### src/hw/rtl/psp_pkg.sv
// ----------------------------------------------------------------------------
// psp_pkg
// shared types, character codes and helpers for the printf spec parser
// ----------------------------------------------------------------------------
package psp_pkg;

  localparam logic [31:0] NUM_MAX = 32'h7FFF_FFFF;
  localparam logic [31:0] PREC_NONE = 32'hFFFF_FFFF;

  // format characters
  localparam logic [7:0] CH_NUL   = 8'h00;
  localparam logic [7:0] CH_SPACE = 8'h20;
  localparam logic [7:0] CH_HASH  = 8'h23;
  localparam logic [7:0] CH_PCT   = 8'h25;
  localparam logic [7:0] CH_STAR  = 8'h2A;
  localparam logic [7:0] CH_PLUS  = 8'h2B;
  localparam logic [7:0] CH_MINUS = 8'h2D;
  localparam logic [7:0] CH_DOT   = 8'h2E;
  localparam logic [7:0] CH_0     = 8'h30;
  localparam logic [7:0] CH_1     = 8'h31;
  localparam logic [7:0] CH_9     = 8'h39;
  localparam logic [7:0] CH_UC    = 8'h43;
  localparam logic [7:0] CH_UL    = 8'h4C;
  localparam logic [7:0] CH_US    = 8'h53;
  localparam logic [7:0] CH_UX    = 8'h58;
  localparam logic [7:0] CH_UZ    = 8'h5A;
  localparam logic [7:0] CH_LC    = 8'h63;
  localparam logic [7:0] CH_LD    = 8'h64;
  localparam logic [7:0] CH_LF    = 8'h66;
  localparam logic [7:0] CH_LH    = 8'h68;
  localparam logic [7:0] CH_LI    = 8'h69;
  localparam logic [7:0] CH_LL    = 8'h6C;
  localparam logic [7:0] CH_LO    = 8'h6F;
  localparam logic [7:0] CH_LP    = 8'h70;
  localparam logic [7:0] CH_LS    = 8'h73;
  localparam logic [7:0] CH_LU    = 8'h75;
  localparam logic [7:0] CH_LX    = 8'h78;

  typedef enum logic [2:0] {
    LEN_NONE = 3'd0,
    LEN_H    = 3'd1,
    LEN_HH   = 3'd2,
    LEN_L    = 3'd3,
    LEN_LL   = 3'd4
  } len_code_t;

  typedef enum logic [1:0] {
    NUM_OFF   = 2'd0,
    NUM_WIDTH = 2'd1,
    NUM_PREC  = 2'd2
  } num_mode_t;

  typedef enum logic [1:0] {
    PAIR_NONE = 2'd0,
    PAIR_H    = 2'd1,
    PAIR_L    = 2'd2
  } pair_t;

  typedef struct packed {
    logic        left;
    logic        zero;
    logic        plus;
    logic        space;
    logic        alt;
    logic        ldbl;
    logic [31:0] width;
    logic [31:0] prec;
    len_code_t   len;
    num_mode_t   num;
    pair_t       pair;
    logic        active;
  } psp_state_t;

  localparam psp_state_t STATE_RST = '{
    left: 1'b0, zero: 1'b0, plus: 1'b0, space: 1'b0, alt: 1'b0, ldbl: 1'b0,
    width: 32'h0, prec: PREC_NONE, len: LEN_NONE, num: NUM_OFF,
    pair: PAIR_NONE, active: 1'b0
  };

  // characters that close a specification
  function automatic logic is_ender(input logic [7:0] c);
    logic r;
    unique case (c)
      CH_LC, CH_LS, CH_LP, CH_LD, CH_LI, CH_LO, CH_LU, CH_LX, CH_UX, CH_LF,
      CH_US, CH_UC, CH_UZ, CH_PCT, CH_NUL: r = 1'b1;
      default: r = 1'b0;
    endcase
    return r;
  endfunction

  // v*10 + d on the low 31 bits, saturating
  function automatic logic [31:0] grow(input logic [31:0] v, input logic [3:0] d);
    logic [34:0] r;
    r = ({4'b0, v[30:0]} << 3) + ({4'b0, v[30:0]} << 1) + {31'b0, d};
    return (r > {3'b0, NUM_MAX}) ? NUM_MAX : r[31:0];
  endfunction

endpackage

### src/hw/rtl/psp_step.sv
// ----------------------------------------------------------------------------
// psp_step
// next-state and termination logic for one format character
// ----------------------------------------------------------------------------
module psp_step (
  input  psp_pkg::psp_state_t cur,
  input  logic                start_req,
  input  logic [7:0]          ch,
  input  logic [31:0]         star_arg,
  output psp_pkg::psp_state_t nxt,
  output logic                done_res,
  output logic [7:0]          conv_char
);

  logic       is_digit;
  logic [7:0] dig_full;
  logic [3:0] dig;
  logic       handled;

  assign is_digit = (ch >= psp_pkg::CH_0) && (ch <= psp_pkg::CH_9);
  assign dig_full = ch - psp_pkg::CH_0;
  assign dig      = dig_full[3:0];

  always_comb begin
    nxt       = cur;
    done_res  = 1'b0;
    conv_char = psp_pkg::CH_NUL;
    handled   = 1'b0;
    if (start_req) begin
      nxt        = psp_pkg::STATE_RST;
      nxt.active = 1'b1;
    end else if (cur.active) begin
      // second letter of hh / ll
      if (cur.pair != psp_pkg::PAIR_NONE) begin
        nxt.pair = psp_pkg::PAIR_NONE;
        if (cur.pair == psp_pkg::PAIR_H && ch == psp_pkg::CH_LH) begin
          nxt.len = psp_pkg::LEN_HH;
          handled = 1'b1;
        end else if (cur.pair == psp_pkg::PAIR_L && ch == psp_pkg::CH_LL) begin
          nxt.len = psp_pkg::LEN_LL;
          handled = 1'b1;
        end
      end
      // digit continuing a number
      if (!handled && cur.num != psp_pkg::NUM_OFF) begin
        if (is_digit) begin
          if (cur.num == psp_pkg::NUM_WIDTH) begin
            nxt.width = psp_pkg::grow(cur.width, dig);
          end else begin
            nxt.prec = psp_pkg::grow(cur.prec, dig);
          end
          handled = 1'b1;
        end else begin
          nxt.num = psp_pkg::NUM_OFF;
        end
      end
      if (!handled) begin
        if (psp_pkg::is_ender(ch)) begin
          done_res   = 1'b1;
          conv_char  = ch;
          nxt.active = 1'b0;
        end else begin
          priority if (ch == psp_pkg::CH_SPACE) begin
            nxt.space = 1'b1;
          end else if (ch == psp_pkg::CH_HASH) begin
            nxt.alt = 1'b1;
          end else if (ch == psp_pkg::CH_LL && cur.len != psp_pkg::LEN_H &&
                       cur.len != psp_pkg::LEN_HH) begin
            nxt.len  = psp_pkg::LEN_L;
            nxt.pair = psp_pkg::PAIR_L;
          end else if (ch == psp_pkg::CH_UL) begin
            nxt.ldbl = 1'b1;
          end else if (ch == psp_pkg::CH_LH && cur.len != psp_pkg::LEN_L &&
                       cur.len != psp_pkg::LEN_LL) begin
            nxt.len  = psp_pkg::LEN_H;
            nxt.pair = psp_pkg::PAIR_H;
          end else if (ch == psp_pkg::CH_MINUS) begin
            nxt.left = 1'b1;
          end else if (ch == psp_pkg::CH_PLUS) begin
            nxt.plus = 1'b1;
          end else if (ch == psp_pkg::CH_0) begin
            nxt.zero = 1'b1;
          end else if (ch >= psp_pkg::CH_1 && ch <= psp_pkg::CH_9) begin
            nxt.width = {28'b0, dig};
            nxt.num   = psp_pkg::NUM_WIDTH;
          end else if (ch == psp_pkg::CH_DOT) begin
            nxt.prec = 32'h0;
            nxt.num  = psp_pkg::NUM_PREC;
          end else if (ch == psp_pkg::CH_STAR) begin
            nxt.width = star_arg;
          end else begin
            nxt = nxt; // unknown character, skipped
          end
        end
      end
    end
  end

endmodule

### src/hw/rtl/printf_spec_parser.sv
// ----------------------------------------------------------------------------
// printf_spec_parser
// streaming parser for one printf conversion specification per run of items
// ----------------------------------------------------------------------------
// one format character enters per transaction and exactly one result
// transaction leaves for each from a register; a new character is taken on
// every cycle while the result register is empty or being drained, so the
// sustained rate is one character per clock. the only loop is the parse state
// register fed back through a single step of decode logic (one digit times
// ten add with saturation). set in_tuser on the opening percent to clear all
// fields; out_tlast marks the character that closed the specification, and
// the conversion character is then reported with every parsed field. while a
// specification is open the fields show the values parsed so far; with no
// specification open characters are ignored. precision reads all ones when
// none was given.
module printf_spec_parser (
  input  logic        clk,
  input  logic        rst_n,
  input  logic        in_tvalid,
  output logic        in_tready,
  input  logic [39:0] in_tdata,   // ch [7:0], star_arg [39:8]
  input  logic        in_tuser,   // start_req
  output logic        out_tvalid,
  input  logic        out_tready,
  output logic [87:0] out_tdata,  // conv_char [7:0], left_align [8], zero_pad [9],
                                  // plus_flag [10], space_flag [11], alt_form [12],
                                  // width [44:13], precision [76:45],
                                  // length_mod [79:77], long_double [80], zero fill
  output logic        out_tlast   // done_res
);

  psp_pkg::psp_state_t state_r;
  psp_pkg::psp_state_t state_nxt;
  logic                done_nxt;
  logic [7:0]          conv_nxt;
  logic                in_acc;

  logic                out_valid_r;
  logic [87:0]         out_data_r;
  logic                out_last_r;

  // accept whenever the result register is free or emptying this cycle
  assign in_tready = !out_valid_r || out_tready;
  assign in_acc    = in_tvalid && in_tready;

  psp_step u_step (
    .cur       (state_r),
    .start_req (in_tuser),
    .ch        (in_tdata[7:0]),
    .star_arg  (in_tdata[39:8]),
    .nxt       (state_nxt),
    .done_res  (done_nxt),
    .conv_char (conv_nxt)
  );

  // parse state, advanced once per accepted character
  always_ff @(posedge clk) begin
    if (!rst_n) begin
      state_r <= psp_pkg::STATE_RST;
    end else if (in_acc) begin
      state_r <= state_nxt;
    end
  end

  // result register
  always_ff @(posedge clk) begin
    if (!rst_n) begin
      out_valid_r <= 1'b0;
    end else if (in_acc) begin
      out_valid_r <= 1'b1;
    end else if (out_tready) begin
      out_valid_r <= 1'b0;
    end
  end

  always_ff @(posedge clk) begin
    if (in_acc) begin
      out_last_r <= done_nxt;
      out_data_r <= {7'b0, state_nxt.ldbl, state_nxt.len, state_nxt.prec,
                     state_nxt.width, state_nxt.alt, state_nxt.space,
                     state_nxt.plus, state_nxt.zero, state_nxt.left, conv_nxt};
    end
  end

  assign out_tvalid = out_valid_r;
  assign out_tdata  = out_data_r;
  assign out_tlast  = out_last_r;

endmodule
### config.mk
export PLATFORM = sky130hd
export DESIGN_NAME = printf_spec_parser
export DESIGN_NICKNAME = d
export VERILOG_FILES = /design/src/hw/rtl/psp_pkg.sv /design/src/hw/rtl/psp_step.sv /design/src/hw/rtl/printf_spec_parser.sv
export SDC_FILE = /design/constraint.sdc
export NUM_CORES = 1
export LEC_CHECK = 0
export ABC_AREA = 1
export BUFFER_PORTS_ARGS = -buffer_cell sky130_fd_sc_hd__buf_2
export CAP_MARGIN = 20
export CORE_MARGIN = 5
export CORE_UTILIZATION = 51
export CTS_CLUSTER_DIAMETER = 150
export DETAILED_ROUTE_END_ITERATION = 12
export PLACE_DENSITY_LB_ADDON = 0.3
export SETUP_SLACK_MARGIN = 0.02
export SYNTH_ARGS = -nofsm -noshare
export SYNTH_HDL_FRONTEND = slang
export SYNTH_SLANG_ARGS = --single-unit
### constraint.sdc
create_clock -name clk -period 7.75 [get_ports clk]
set_input_delay 2.325 -clock clk [delete_from_list [all_inputs] [get_ports clk]]
set_output_delay 2.325 -clock clk [all_outputs]
set_load 0.05 [all_outputs]
==> flow_summary.toml, run 1 <==
[clock_tree]
cts-resized-gates = 0
cts.root.buffer_cell = "clkbuf_16"
maximum_clock_insertion_buffer_count = 2
tritoncts = "built"
htree_levels = 4
cts.reportedPaths.clkPinSlew_ps = 70
ctsHoldBuffers = 0
cts_buffers = 17
cts.repair_timing.setup_buffer_count = 0
clock_latency_ps = 450
cts.sinks = 161

[detailed_routing]
vias = 13300
detail_route.iter0.violations = 942
drt_total_wl_mm = 39.4
drtPass1Iterations = 6
post_drt_via_cell_ratio = 5.63
route.antenna.remaining_nets = 0
detail_route.wl_per_cell_um = 16.7
detail_route.drc_violations = 0

[critical_path]
timing.critical_path.max_delay_family = "simple AND/OR/NAND/NOR gates"
critical_path.max_stage_delay_ps = 590
timing.critical_path.required_ps = 7920
worst_ep_arrival_time_ps = 5590
timing.setup.critical_path_class = "in2reg"
critical-path-slowest-cell = "fa_1"
timing.critical_path.fanout_max = 27
crit_path_cell_trace = "buf_2, inv_2, fa_1, inv_1, ha_1, nand2_1, nand2_1, nand3_1, nand2_1, nand2_1, nand2_1, nand2_1, nand3_1, nand2_1, nor2_1, nand2_2, inv_1, nand3_1, nand2_1, nand2_1, nand2_1, o21ai_0"
setup.worst_path.start_class = "input pin"
critical_path.most_common_cell = "nand2_1"
cp_num_buf_inv = 4
register_to_register_setup_slack_ps = 4020
setup.worst_path.end_class = "flop"

[logic_synthesis]
syn_area_sq_mm = 0.0132
yosysWarningCount = 0
synthesis.area_per_instance_sq_um = 6.85
seq_area_frac_synth_pct = 30.6
postSynthCellCount = 1930
flip_flop_and_latch_count_after_synthesis = 161
netlist-cell-type-count = 52

[power_and_ir_drop]
power_density_mw_per_mm2 = 175
post-layout-total-power_uw = 2570
total_leakage_power_uw = 0.00719
irDropWorstVdd_uv = 132

[placement]
gp_congestion = 0.955
input_output_buffers = 128
post_dp_cell_area_sq_mm = 0.0141
dpl_worst_slack_ps = 1970
hpwl_mm = 28.5

[sta]
max_slew.worst_pin.slew_ps = 1010
max_freq_ghz = 0.184
period_share_pct = 70.0
setup_repair_after_global_routing_missed_its_margin = "false"
timing.final.ws_setup_ps = 2330
timing.final.hold_violations = 0
setup_viol = 0
max-slew-margin-rel_pct = 32.8
final_max_slew_viol_count = 0
fin_setup_tns_ps = 0
finalWorstPathRequiredPeriod_ps = 5420
fin_skew_ps = 15.0

[cells_and_area]
final_layout_net_count = 2191
final_design_area_no_fill_sq_mm = 0.0147
post_route_cells_drive_above_1_share_pct = 10.7
n_fill_cell = 2519
layout_commonest_cell = "nand2_1"
antennaDiodeCount = 0
areaGrowthSynthToFinish_pct = 10.9
mostFrequentLayoutCells = "nand2_1 (529), inv_1 (214), a21oi_1 (211)"

[die]
start_util_pct = 51.3
die_y_um = 171
pin_count = 136
fp.coreArea_sq_mm = 0.0258
die-area_sq_mm = 0.0293
die_w_um = 171
rows = 59

[global_routing]
grt_first_pass_wirelength_mm = 64.0
global_route.usage.total_pct = 26.9
grt.overflow.total = 0
grt_start_max_net_pins = 107
first_global_vias = 13000
grt_antenna_before_repair = 0

[status]
status = "finished, final reports clean"

[job]
cap_viol_max_count = 0

[hold_path]
timing.hold.worst.class = "reg2reg"
==> worst paths after layout <==
check / depth (start not counted) / end / from
min: 2 / state_r[73] / state_r[73]
max reg2reg: 21 / out_tdata[43] / state_r[40]
min reg2reg: 2 / state_r[73] / state_r[73]
max: 22 / out_tdata[43] / in_tdata[3]
==> per-layer routing <==
metal | track usage [%] | vias to the layer above | wire, um
met3 | 3.88 | 75 | 2340
met4 | 8.68 | 0 | 1010
met5 | 0 | - | 0
li1 | - | 6585 | -
met2 | 47.5 | 446 | 19200
met1 | 33.7 | 6222 | 16900
==> synth_stat cells, drive strengths merged <==
master	instances	area (sq um)
nand2	531	2000
inv	224	843
a21oi	211	1060
nor2	195	858
nand3	149	751
ha	122	1530
edfxtp	82	2460
o21ai	80	412
dfxtp	79	1580
clkbuf	48	180
a21boi	35	267
buf	27	163
a22o	21	184
nor3	16	80.1
o22ai	14	87.6
xor2	14	123
o21bai	12	90.1
nand4	11	83.8
xnor2	11	96.3
a21o	7	52.6
o21a	6	45.0
a31oi	5	31.3
or2	5	31.3
clkinv	4	15.0
fa	4	80.1
a211oi	3	22.5
o211ai	3	22.5
a22oi	2	15.0
and3	2	12.5
a2bb2oi	1	8.76
and2	1	6.26
conb	1	3.75
nand3b	1	7.51
nor3b	1	7.51
o2111ai	1	15.0
o32a	1	10.0
==> tightest hold or removal path, cell delays in order, from the launching register on <==
cell and delay, ps:
dfxtp_1 300, inv_1 70, a211oi_1 60
==> power by group <==
part           switching, uW  internal [uW]  total, uW
Clock                    425            461        886
Combinational            525            206        731
Sequential              24.4            931        956
==> stage by stage <==
stage / hold WS, ps / std cells / utilization (%)
after global placement: 449 / 2336 / 54.7
after global routing: 503 / 2368 / 57.0
after floorplan: 436 / 1937 / -
final: 474 / 2368 / 57.0
after detailed placement: 464 / 2336 / 54.7
after CTS: 475 / 2368 / 57.0
==> registers in the layout, summed over array words and instances, names as in the netlist <==
signal and flops:
out_tvalid 1, state_r 78, out_tdata 81, out_tlast 1
==> final cells by class <==
cell class | count | area (sq um) | area share, %
timing repair buffer | 139 | 723 | 4.93
multi-input combinational | 1473 | 8040 | 54.7
clock buffer | 17 | 425 | 2.90
clock inverter | 15 | 165 | 1.13
sequential | 161 | 4040 | 27.6
inverter | 228 | 865 | 5.89
tap | 335 | 419 | 2.86
==> cells by family (layout without fill, tap and decap cells) <==
| logic type | Yosys count | count (layout) | share of synthesized area, % |
|---|---|---|---|
| AOI/OAI and AO/OA | 402 | 402 | 17.5 |
| and+or+nand+nor | 912 | 912 | 29.0 |
| other | 1 | 8 | 0.0283 |
| adders and majority gates | 126 | 126 | 12.1 |
| DFF | 161 | 161 | 30.6 |
| buffers and inverters | 303 | 399 | 9.08 |
| xor gates and xnor gates | 25 | 25 | 1.66 |
(Power assumes the default switching activity.)
==> inputs of run 2 (changes only) <==
- ABC_AREA: 1 -> 0
- clock period: 7.75 -> 4.54 ns (I/O delays scaled with it)
==> flow_summary.toml, run 2 <==
[status]
status = "finished, final reports clean"

[detailed_routing]
detail_route.iter0.violations = 1054
drtPass1Iterations = 5
route.antenna.remaining_nets = 0
drt_total_wl_mm = 37.1
vias = 11800
detail_route.drc_violations = 0
post_drt_via_cell_ratio = 6.15
detail_route.wl_per_cell_um = 19.4

[logic_synthesis]
synth_top_cell_area_share_pct = 20.0
synth_adder_area_share_pct = 13.0
synthSimpleGateAreaFrac_pct = 18.4
synth-edff-count = 82
syn_area_sq_mm = 0.0123
postSynthCellCount = 1444
flip_flop_and_latch_count_after_synthesis = 161
top_cell_types_by_occurrence_after_synthesis = "nand2_1 (182), nor2_1 (153), ha_1 (122)"
synth-compound-area-share_pct = 27.3
muxShareOfSynthArea_pct = 0.294
seq_area_frac_synth_pct = 32.8
synth-async-reset-ratio_pct = 0
synth_xor_xnor_area_share_pct = 3.69
synth_top_cells_by_area = "edfxtp_1 (20%), dfxtp_1 (13%), ha_1 (12%)"
yosysTopAreaCell = "edfxtp_1"
synth_most_common_cell = "nand2_1"
combinational_family_with_the_most_area_after_synthesis = "compound AO/OA/AOI/OAI gates"
yosysWarningCount = 0
synthesis.area_per_instance_sq_um = 8.55
dominantRegCellSynth = "edfxtp_1"
netlist-cell-type-count = 98

[critical_path]
setup.worst_path.end_class = "flop"
crit-reg2reg-launch = "state_r[42]"
worst_r2r_path_depth = 12
reg_to_reg_end = "out_tdata[31]"
worst_setup_path_startpoint = "in_tdata[3]"
timing.setup.critical_path_class = "in2reg"
timing.critical_path.fanout_max = 5
register_to_register_setup_slack_ps = 720
critical-path-slowest-cell = "o41ai_1"
worst_ep_arrival_time_ps = 4540
crit_path_cell_trace = "buf_2, inv_6, fa_1, fa_2, nand2b_4, a2111oi_4, a211o_1, a21oi_4, o21ai_2, mux2_4, buf_4, o41ai_1, nand2_1"
setup.worst_path.start_class = "input pin"
critical_path.max_stage_delay_ps = 500
timing.critical_path.required_ps = 4720

[hold_path]
min_to = "state_r[77]"
hold_depth = 2
worst_hold_startpoint = "state_r[77]"
timing.hold.worst.class = "reg2reg"

[clock_tree]
cts-resized-gates = 0
cts.repair_timing.setup_buffer_count = 0
maximum_clock_insertion_buffer_count = 2
clock_latency_ps = 440
htree_levels = 4
cts_buffers = 17
cts.root.buffer_cell = "clkbuf_16"
cts.reportedPaths.clkPinSlew_ps = 70
cts.sinks = 161
ctsHoldBuffers = 0
tritoncts = "built"

[global_routing]
grt_start_max_net_pins = 53
grt_antenna_before_repair = 0
grt.overflow.total = 0
global_route.usage.total_pct = 27.0
grt_first_pass_wirelength_mm = 58.8
first_global_vias = 11300

[cells_and_area]
final_design_area_no_fill_sq_mm = 0.0142
mostFrequentLayoutCells = "nand2_1 (182), nor2_1 (152), buf_2 (128)"
antennaDiodeCount = 0
final_layout_net_count = 1750
areaGrowthSynthToFinish_pct = 15.5
n_fill_cell = 2196
max_reg_flops = 81
utilization_pct = 59.1
layout_commonest_cell = "nand2_1"
post_route_cells_drive_above_1_share_pct = 19.3

[power_and_ir_drop]
total_leakage_power_uw = 0.00596
irDropWorstVdd_uv = 220
post-layout-total-power_uw = 4210
power_density_mw_per_mm2 = 296

[job]
cap_viol_max_count = 0

[sta]
fin_skew_ps = 11.5
period_share_pct = 96.1
max-slew-margin-rel_pct = 47.9
max_freq_ghz = 0.229
timing.final.ws_setup_ps = 179
timing.final.hold_violations = 0
finalWorstPathRequiredPeriod_ps = 4360
setup_viol = 0
max_slew.worst_pin.slew_ps = 781
setup_repair_after_global_routing_missed_its_margin = "true"
final_max_slew_viol_count = 0

[placement]
input_output_buffers = 128
post_dp_cell_area_sq_mm = 0.0137
dpl_worst_slack_ps = -278
hpwl_mm = 27.6
gp_congestion = 0.955

[die]
die_w_um = 166
pin_count = 136
fp.coreArea_sq_mm = 0.0241
die_y_um = 166
start_util_pct = 51.2
die-area_sq_mm = 0.0274
rows = 57
## run 2: changes by cell type after synthesis, moves of 18 or more
cell,change
a22o_1,-21
xnor2_1,+19
nor2_1,-23
a21boi_0,-22
a21oi_1,-126
o21ai_0,+21
a21oi_2,+19
o21ai_1,+23
nand3_1,-124
inv_1,-178
a21o_1,+41
clkbuf_1,+18
nand2_1,-347
## run 2: critical path, delay by kind of cell
kind / cells / cell delay [ps]
AO/OA/AOI/OAI: 5 / 1330
adder cells (fa/ha/maj): 2 / 880
buffers and inverters: 3 / 350
multiplexers: 1 / 350
AND/OR/NAND/NOR: 2 / 280
## run 2: cell type report
class | instances | area [sq um] | share of cell area, %
tap | 324 | 405 | 2.85
inverter | 37 | 146 | 1.03
sequential | 161 | 4040 | 28.4
timing repair buffer | 201 | 1230 | 8.61
multi-input combinational | 1161 | 7840 | 55.0
clock inverter | 12 | 121 | 0.852
clock buffer | 20 | 467 | 3.28
## run 2: cells by family (layout without fill, tap and decap cells)
group	after synthesis	in the layout
AOI/OAI and AO/OA	485	485
adders and majority gates	126	126
and+or+nand+nor	487	487
xor gates and xnor gates	52	52
other	1	8
muxes	3	3
DFF	161	161
buffers and inverters	129	270
## run 2: per-stage QoR
stage,hold slack [ps],setup TNS (ps),cells
floorplan,441,-199,1451
global placement,452,-9040,1884
detailed placement,458,-15030,1884
CTS,476,0,1916
global route,497,0,1916
finish,479,0,1916
## run 2: worst max-delay path by stage
| stage | to | slack [ps] | depth (start not counted) |
|---|---|---|---|
| 6_report | out_tdata[31] | 180 | 13 |
| 5_1_grt | out_tdata[30] | 20 | 13 |
| 4_1_cts | out_tdata[31] | 160 | 14 |
| 3_5_place_dp | out_tdata[31] | -280 | 13 |
| 3_3_place_gp | out_tdata[31] | -210 | 13 |
| 2_1_floorplan | out_tdata[34] | -90 | 13 |
## run 2: power breakdown
| group | internal, uW | switching (uW) | total [uW] |
|---|---|---|---|
| logic | 412 | 729 | 1140 |
| clock network | 811 | 652 | 1460 |
| registers | 1570 | 34.4 | 1610 |
| total | 2800 | 1420 | 4210 |
## run 2: per-layer routing
layer / part of all wire [%] / wire (um) / vias up / track usage (%)
li1: - / - / 5624 / -
met1: 42 / 15400 / 5610 / 34.3
met2: 49 / 18100 / 474 / 46.2
met3: 7.0 / 2610 / 82 / 4.84
met4: 2.8 / 1030 / 0 / 9.37
met5: 0 / 0 / - / 0
